## config.mk

```make
export PLATFORM = sky130hd
export DESIGN_NAME = date_string_parse_validate
export DESIGN_NICKNAME = d
export VERILOG_FILES = /design/src/rtl/core/dsp_pkg.sv /design/src/rtl/core/dsp_scan.sv /design/src/rtl/core/dsp_check.sv /design/src/rtl/core/date_string_parse_validate.sv
export SDC_FILE = /design/constraint.sdc
export NUM_CORES = 1
export LEC_CHECK = 0
export BUFFER_PORTS_ARGS = -buffer_cell sky130_fd_sc_hd__buf_2
export CAP_MARGIN = 20
export CELL_PAD_IN_SITES_DETAIL_PLACEMENT = 1
export CELL_PAD_IN_SITES_GLOBAL_PLACEMENT = 2
export CORE_ASPECT_RATIO = 1.2
export CORE_MARGIN = 2
export CORE_UTILIZATION = 36
export CTS_CLUSTER_SIZE = 10
export DETAILED_ROUTE_END_ITERATION = 6
export GPL_TIMING_DRIVEN = 0
export PLACE_DENSITY = 0.85
export SETUP_SLACK_MARGIN = 0.5
export SYNTH_ARGS = -nofsm -noshare
export SYNTH_HDL_FRONTEND = slang
export SYNTH_SLANG_ARGS = --single-unit
```

## constraint.sdc

```tcl
create_clock -name clk_i -period 7.5 [get_ports clk_i]
set_clock_uncertainty 0.2 [all_clocks]
set_input_delay 1.5 -clock clk_i [delete_from_list [all_inputs] [get_ports clk_i]]
set_output_delay 1.5 -clock clk_i [all_outputs]
set_load 0.05 [all_outputs]
```

## src/rtl/core/dsp_pkg.sv

```systemverilog
package dsp_pkg;

  // field widths
  localparam int unsigned CharW  = 8;
  localparam int unsigned PosW   = 4;
  localparam int unsigned YearW  = 14;
  localparam int unsigned MonAccW = 7;
  localparam int unsigned DayAccW = 10;
  localparam int unsigned MonW   = 4;
  localparam int unsigned DayW   = 5;
  localparam int unsigned DoyW   = 9;

  // saturation points of the digit accumulators
  localparam logic [YearW-1:0]   YearSat  = 14'd10000;
  localparam logic [MonAccW-1:0] MonthSat = 7'd100;
  localparam logic [DayAccW-1:0] DaySat   = 10'd1000;
  localparam logic [YearW-1:0]   YearMax  = 14'd9999;

  // character codes
  localparam logic [CharW-1:0] ChZero = 8'h30;
  localparam logic [CharW-1:0] ChNine = 8'h39;
  localparam logic [CharW-1:0] ChDot  = 8'h2E;
  localparam logic [CharW-1:0] ChDash = 8'h2D;

  // positions within the calendar form
  localparam logic [PosW-1:0] PosSep1  = 4'd4;
  localparam logic [PosW-1:0] PosMon0  = 4'd5;
  localparam logic [PosW-1:0] PosMon1  = 4'd6;
  localparam logic [PosW-1:0] PosSep2  = 4'd7;
  localparam logic [PosW-1:0] PosDay0  = 4'd8;
  localparam logic [PosW-1:0] PosDay1  = 4'd9;
  localparam logic [PosW-1:0] CalLen   = 4'd10;
  localparam logic [PosW-1:0] PosMax   = 4'd15;

  // result form codes
  localparam logic FormOrdinal  = 1'b0;
  localparam logic FormCalendar = 1'b1;

  // scan state, plus the last four year digits for the leap test
  typedef struct packed {
    logic [PosW-1:0]       pos;
    logic                  ord_ok;
    logic                  cal_ok;
    logic                  dot_seen;
    logic                  dig_after_dot;
    logic [YearW-1:0]      year;
    logic [MonAccW-1:0]    month;
    logic [DayAccW-1:0]    day;
    logic [3:0][3:0]       ydig;
  } scan_st_t;

  localparam scan_st_t ScanReset = '{
    pos: '0, ord_ok: 1'b1, cal_ok: 1'b1, dot_seen: 1'b0, dig_after_dot: 1'b0,
    year: '0, month: '0, day: '0, ydig: '0
  };

  typedef struct packed {
    logic              valid_res;
    logic              form_kind;
    logic [YearW-1:0]  year;
    logic [MonW-1:0]   month;
    logic [DayW-1:0]   day;
  } date_res_t;

  // acc * 10 + d, clamped at sat
  function automatic logic [YearW-1:0] acc_digit(input logic [YearW-1:0] acc,
                                                 input logic [3:0] d,
                                                 input logic [YearW-1:0] sat);
    logic [YearW+3:0] v;
    v = ({4'd0, acc} << 3) + ({4'd0, acc} << 1) + {{YearW{1'b0}}, d};
    return (v >= {4'd0, sat}) ? sat : v[YearW-1:0];
  endfunction

  // days in month 1..12
  function automatic logic [DayW-1:0] month_days(input logic [MonW-1:0] m,
                                                 input logic leap);
    logic [DayW-1:0] n;
    case (m)
      4'd2:    n = leap ? 5'd29 : 5'd28;
      4'd4:    n = 5'd30;
      4'd6:    n = 5'd30;
      4'd9:    n = 5'd30;
      4'd11:   n = 5'd30;
      default: n = 5'd31;
    endcase
    return n;
  endfunction

  // days of the year before month 1..12
  function automatic logic [DoyW-1:0] month_start(input logic [MonW-1:0] m,
                                                  input logic leap);
    logic [DoyW-1:0] s;
    case (m)
      4'd2:    s = 9'd31;
      4'd3:    s = 9'd59;
      4'd4:    s = 9'd90;
      4'd5:    s = 9'd120;
      4'd6:    s = 9'd151;
      4'd7:    s = 9'd181;
      4'd8:    s = 9'd212;
      4'd9:    s = 9'd243;
      4'd10:   s = 9'd273;
      4'd11:   s = 9'd304;
      4'd12:   s = 9'd334;
      default: s = 9'd0;
    endcase
    if (leap && m >= 4'd3) begin
      s = s + 9'd1;
    end
    return s;
  endfunction

endpackage

```

## src/rtl/core/dsp_scan.sv

```systemverilog
module dsp_scan import dsp_pkg::*; (
  input  logic             clk_i,
  input  logic             rst_ni,
  input  logic             step_i,
  input  logic [CharW-1:0] char_code_i,
  input  logic             last_char_i,
  output scan_st_t         st_o
);

  scan_st_t         st_q, st_d;
  logic             digit;
  logic [3:0]       dval;
  logic [CharW-1:0] dsub;
  logic             year_en;
  logic             day_en;

  // digit decode
  assign digit = (char_code_i >= ChZero) && (char_code_i <= ChNine);
  assign dsub  = char_code_i - ChZero;
  assign dval  = digit ? dsub[3:0] : 4'd0;

  assign year_en = digit && !st_q.dot_seen && (st_q.ord_ok || st_q.pos < PosSep1);
  // ordinal day digits and calendar day digits never occur on the same beat
  assign day_en  = digit && ((st_q.ord_ok && st_q.dot_seen) ||
                   (st_q.cal_ok && (st_q.pos == PosDay0 || st_q.pos == PosDay1)));

  // per-character state update
  always_comb begin
    st_d = st_q;

    if (year_en) begin
      st_d.year = acc_digit(st_q.year, dval, YearSat);
      st_d.ydig = {st_q.ydig[2:0], dval};
    end

    if (day_en) begin
      st_d.day = DayAccW'(acc_digit({{(YearW-DayAccW){1'b0}}, st_q.day}, dval,
                                   {{(YearW-DayAccW){1'b0}}, DaySat}));
    end

    // ordinal form tracking
    if (st_q.ord_ok) begin
      if (digit) begin
        if (st_q.dot_seen) begin
          st_d.dig_after_dot = 1'b1;
        end
      end else if (char_code_i == ChDot && !st_q.dot_seen && st_q.pos != '0) begin
        st_d.dot_seen = 1'b1;
      end else begin
        st_d.ord_ok = 1'b0;
      end
    end

    // calendar form tracking
    if (st_q.cal_ok) begin
      if (st_q.pos == PosSep1 || st_q.pos == PosSep2) begin
        if (char_code_i != ChDash) begin
          st_d.cal_ok = 1'b0;
        end
      end else if (st_q.pos > PosDay1 || !digit) begin
        st_d.cal_ok = 1'b0;
      end else if (st_q.pos == PosMon0 || st_q.pos == PosMon1) begin
        st_d.month = MonAccW'(acc_digit({{(YearW-MonAccW){1'b0}}, st_q.month}, dval,
                                       {{(YearW-MonAccW){1'b0}}, MonthSat}));
      end
    end

    if (st_q.pos != PosMax) begin
      st_d.pos = st_q.pos + 4'd1;
    end
  end

  // state register, back to reset after the final character
  always_ff @(posedge clk_i or negedge rst_ni) begin
    if (!rst_ni) begin
      st_q <= ScanReset;
    end else if (step_i) begin
      st_q <= last_char_i ? ScanReset : st_d;
    end
  end

  assign st_o = st_d;

endmodule

```

## src/rtl/core/dsp_check.sv

```systemverilog
module dsp_check import dsp_pkg::*; (
  input  scan_st_t  st_i,
  output date_res_t res_o
);

  logic [4:0]         lo2, hi2;
  logic               hund_zero;
  logic               leap;
  logic               yr_ok;
  logic               ord_branch;
  logic               cal_branch;
  logic [DayAccW-1:0] lim;
  logic [MonW-1:0]    conv_mon;
  logic [DoyW-1:0]    conv_start;
  logic [DayAccW-1:0] conv_day;
  logic [MonW-1:0]    cal_mon;

  // leap year from the last four decimal digits
  assign lo2       = {st_i.ydig[1], 1'b0} + {1'b0, st_i.ydig[0]};
  assign hi2       = {st_i.ydig[3], 1'b0} + {1'b0, st_i.ydig[2]};
  assign hund_zero = (st_i.ydig[1] == 4'd0) && (st_i.ydig[0] == 4'd0);
  assign leap      = ((lo2[1:0] == 2'd0) && !hund_zero) ||
                     (hund_zero && (hi2[1:0] == 2'd0));

  assign yr_ok = (st_i.year != '0) && (st_i.year <= YearMax);
  assign lim   = leap ? 10'd366 : 10'd365;

  // day of year to month and day
  always_comb begin
    conv_mon   = 4'd1;
    conv_start = '0;
    for (int k = 2; k <= 12; k++) begin
      if (st_i.day > {1'b0, month_start(MonW'(k), leap)}) begin
        conv_mon   = MonW'(k);
        conv_start = month_start(MonW'(k), leap);
      end
    end
  end
  assign conv_day = st_i.day - {1'b0, conv_start};

  assign cal_mon    = st_i.month[MonW-1:0];
  assign ord_branch = st_i.ord_ok && st_i.dot_seen && st_i.dig_after_dot && yr_ok;
  assign cal_branch = st_i.cal_ok && (st_i.pos == CalLen) && yr_ok &&
                      (st_i.month >= 7'd1) && (st_i.month <= 7'd12) &&
                      (st_i.day != '0) &&
                      (st_i.day <= {5'd0, month_days(cal_mon, leap)});

  // final result selection
  always_comb begin
    res_o = '0;
    if (ord_branch) begin
      if (st_i.day != '0 && st_i.day <= lim) begin
        res_o.valid_res = 1'b1;
        res_o.form_kind = FormOrdinal;
        res_o.year      = st_i.year;
        res_o.month     = conv_mon;
        res_o.day       = conv_day[DayW-1:0];
      end
    end else if (cal_branch) begin
      res_o.valid_res = 1'b1;
      res_o.form_kind = FormCalendar;
      res_o.year      = st_i.year;
      res_o.month     = cal_mon;
      res_o.day       = st_i.day[DayW-1:0];
    end
  end

endmodule

```

## src/rtl/core/date_string_parse_validate.sv

```systemverilog
// channel | signals                                       | beat
// --------+-----------------------------------------------+-------------------------------
// in      | in_valid_i / in_ready_o, char_code_i, last_char_i | one character of the string
// out     | out_valid_o / out_ready_i, valid_res_o, form_kind_o,
//         | year_out_o, month_out_o, day_out_o             | one result per string
//
// one character per cycle: an input register, then the scan update and the
// end-of-string date check in one pass into the result register.
// a result is registered from the final character held in the input register.
// reset clears the scan state and both valid flags; no clearing pass.
// only a final character waiting behind an untaken result stalls the input.
module date_string_parse_validate import dsp_pkg::*; (
  input  logic             clk_i,
  input  logic             rst_ni,
  input  logic             in_valid_i,
  output logic             in_ready_o,
  input  logic [CharW-1:0] char_code_i,
  input  logic             last_char_i,
  output logic             out_valid_o,
  input  logic             out_ready_i,
  output logic             valid_res_o,
  output logic             form_kind_o,
  output logic [YearW-1:0] year_out_o,
  output logic [MonW-1:0]  month_out_o,
  output logic [DayW-1:0]  day_out_o
);

  logic             vld_q;
  logic [CharW-1:0] char_q;
  logic             last_q;
  logic             out_vld_q;
  date_res_t        res_q;
  date_res_t        res_d;
  scan_st_t         st;
  logic             advance;

  // the registered character moves on unless its result has nowhere to go
  assign advance    = vld_q && (!last_q || !out_vld_q || out_ready_i);
  assign in_ready_o = !vld_q || advance;

  // input register
  always_ff @(posedge clk_i or negedge rst_ni) begin
    if (!rst_ni) begin
      vld_q <= 1'b0;
    end else if (in_ready_o) begin
      vld_q <= in_valid_i;
    end
  end

  always_ff @(posedge clk_i) begin
    if (in_valid_i && in_ready_o) begin
      char_q <= char_code_i;
      last_q <= last_char_i;
    end
  end

  dsp_scan u_scan (
    .clk_i       (clk_i),
    .rst_ni      (rst_ni),
    .step_i      (advance),
    .char_code_i (char_q),
    .last_char_i (last_q),
    .st_o        (st)
  );

  dsp_check u_check (
    .st_i  (st),
    .res_o (res_d)
  );

  // result register
  always_ff @(posedge clk_i or negedge rst_ni) begin
    if (!rst_ni) begin
      out_vld_q <= 1'b0;
    end else if (advance && last_q) begin
      out_vld_q <= 1'b1;
    end else if (out_ready_i) begin
      out_vld_q <= 1'b0;
    end
  end

  always_ff @(posedge clk_i) begin
    if (advance && last_q) begin
      res_q <= res_d;
    end
  end

  assign out_valid_o = out_vld_q;
  assign valid_res_o = res_q.valid_res;
  assign form_kind_o = res_q.form_kind;
  assign year_out_o  = res_q.year;
  assign month_out_o = res_q.month;
  assign day_out_o   = res_q.day;

endmodule

```

==> flow_summary_export.csv <==
group,metric,value,unit
clocking,clk_pin_slew,80,ps
placement,gp_congestion,0.861,
drt,vias_per_cell,6.05,
timing,tightest_slew,893,ps
drt,ant_nets,0,
setup_path,r2r_slack,-70,ps
logic_synthesis,synth-seq-area-share,0.303,
setup_path,crit_cells,31,
logic_synthesis,synth_area_per_cell,9.08,µm²
setup_path,worst-path-buf-inv,4,
job,maxCapViolations,0,
worst_hold_path,min_path_type,"flop to flop",
global_routing,globalRouteMet3Util,0.0222,
floorplan,fp.dieW,137,µm
setup_path,path_max_fanout,5,
placement,io_buffers,39,
floorplan,floorplan.die_area,0.0225,mm²
logic_synthesis,ys_ff_latch,86,
global_routing,grt_use_met2,0.413,
setup_path,r2r_end,"day_out_o[4]",
power,vdd_drop_max,121,µV
logic_synthesis,synthCells,845,
setup_path,crit_arrival,7460,ps
logic_synthesis,synth_top_area_frac,0.163,
clocking,clockBufferDepth,2,
setup_path,path_class,"flop to flop",
logic_synthesis,synth.most_common_cell,"ha_1",
clocking,clk_latency,360,ps
placement,dp.final_hpwl,18.7,mm
setup_path,ff2ff_path_depth,31,
run_status,outcome,"finished with violations",
clocking,cts_buffers,9,
global_routing,track_usage,0.231,
worst_hold_path,hp-start,"u_scan.st_q[6]",
timing,post-route-period-util,1.01,
logic_synthesis,synth_cell_types,94,
timing,report.final.hold_viol_count,0,
cells_and_area,drive_above_1_share,0.224,
clocking,cts_sinks,86,
worst_hold_path,worstHoldPathCells,1,
global_routing,grt_pass1_wl,41.1,mm
logic_synthesis,synth_edf_count,34,
timing,relSlewSlack,0.399,
setup_path,start_kind,"flop",
global_routing,antenna_found_initial,0,
logic_synthesis,synth-compound-area-share,0.290,
setup_path,cp-startpoint,"char_q[6]",
global_routing,met1_usage,0.282,
clocking,clk_root_buffer_cell,"clkbuf_16",
drt,wl,25.4,mm
power,p_total,1160,µW
run_status,violations,"setup timing",
global_routing,grt-busiest-layer,"met2",
logic_synthesis,async_flop_share,0.605,
floorplan,die_h,164,µm
power,p_leak,0.00406,µW
drt,drtPass1Iterations,5,
drt,drt_iter0_markers,486,
timing,min_period,7570,ps
logic_synthesis,synth_top_family_by_area,"compound AO/OA/AOI/OAI gates",
timing,drv_slew,0,
setup_path,crit_top_cell,"ha_4",
timing,rsz0062_at_grt,"true",
timing,max_freq,0.132,GHz
floorplan,core-area,0.0210,mm²
clocking,holdBufCountCts,0,
placement,place_ws,-1060,ps
logic_synthesis,synth_mux_area_frac,0.0122,
floorplan,start_util,0.366,
setup_path,endpoint_kind,"flop",
logic_synthesis,synth_common_cells,"79 x ha_1, 60 x nor2_1, 57 x nand2_1",
floorplan,placementRows,58,
logic_synthesis,synth_top_area_cell,"dfrtp_1",
cells_and_area,fin_area,0.00934,mm²
setup_path,critical_path.top_delay_family,"simple AND/OR/NAND/NOR gates",
cells_and_area,nNetsFinal,1038,
floorplan,ios,40,
power,power_density,124,mW/mm²
drt,num_vias,7363,
timing,setup_ws,-68.1,ps
setup_path,slowest_delay,530,ps
drt,drc,0,
logic_synthesis,synth_flop_cell,"dfrtp_1",
global_routing,grt_pass1_vias,7695,
placement,placed_area,0.00830,mm²
global_routing,grt_start_max_net_pins,37,
setup_path,cp_data_required_time,7390,ps
setup_path,slowest_stage,"or4b_4",
worst_hold_path,holdPathEnd,"u_scan.st_q[6]",
logic_synthesis,synth_nets,941,
global_routing,grt-ovfl-total,0,
cells_and_area,diodes,0,
logic_synthesis,synth_fa_ha_area_frac,0.139,
logic_synthesis,yosys_warnings,0,
logic_synthesis,synth_area_leaders,"dfrtp_1 16%, edfxtp_1 13%, ha_1 13%",
drt,wl_per_cell,20.9,µm
logic_synthesis,synth_area,0.00767,mm²
logic_synthesis,synth-xor-area-share,0.0228,
clocking,cts_tree,"built",
setup_path,r2r-start,"char_q[6]",
cells_and_area,area_growth,21.7,%
clocking,h-tree-depth,3,
logic_synthesis,yosys.area_share.simple,0.191,
timing,setup_viol_count_final,1,
kinds of logic (layout without fill, tap and decap cells):
group	after synthesis	count (layout)
AND/OR/NAND/NOR	278	278
adder cells (fa/ha/maj)	83	83
buffers and inverters	75	177
XOR/XNOR	20	20
multiplexers	9	9
flip-flops	86	86
AO/OA/AOI/OAI	294	294
worst max-delay path by stage:
stage | endpoint
after floorplan | day_out_o[4]
after global placement | day_out_o[4]
after detailed placement | day_out_o[4]
after CTS | day_out_o[4]
after global routing | day_out_o[4]
final | day_out_o[4]
cells in the final DEF (no fill, tap or decap), types with 31 or more instances in the layout:
cell type  netlist  routed
inv_1           32      31
nand2_1         57      55
dfrtp_1         50      50
buf_2            8      45
nor2_1          60      58
buf_4            1      44
ha_1            79      69
edfxtp_1        34      34
a21oi_1         53      46
o21ai_0         50      48
cell type report:
| cell class | count | area (µm²) |
|---|---|---|
| buffer | 38 | 218 |
| sequential | 86 | 2320 |
| tap | 270 | 338 |
| clock inverter | 7 | 88.8 |
| inverter | 37 | 141 |
| fill | 2413 | 11600 |
| timing repair buffer | 86 | 576 |
| clock buffer | 9 | 225 |
| multi-input combinational | 684 | 5430 |
repair_timing:
action,CTS,global route
resized for setup,48,19
pin swaps,32,28
setup endpoints to repair,6,4
setup buffers,31,14
sequential cells by signal (all words and copies together), names as in the netlist:
signal and flops:
day_out_o 5, year_out_o 14, month_out_o 4, char_q 8
vld_q 1, u_scan.st_q 50, last_q 1, form_kind_o 1
valid_res_o 1, out_valid_o 1
metrics by stage:
step | util | hold slack (ps) | cells | TNS, ps
after CTS | 0.435 | 322 | 1202 | -174
after detailed placement | 0.396 | 299 | 1155 | -2190
after global placement | 0.395 | 297 | 1154 | -2110
final | 0.445 | 319 | 1217 | -68.1
after floorplan | - | 267 | 845 | 0
after global routing | 0.445 | 337 | 1217 | -286
layer usage:
layer / wire [µm] / part of all wire
met1: 10600 / 0.42
met2: 13100 / 0.52
met3: 771 / 0.030
met4: 848 / 0.033
met5: 0 / 0
power breakdown:
group / internal, µW / switching [µW]
logic: 57.1 / 115
clock network: 240 / 224
registers: 506 / 15.7
total: 804 / 355
Power figures use the tool's default switching activity.
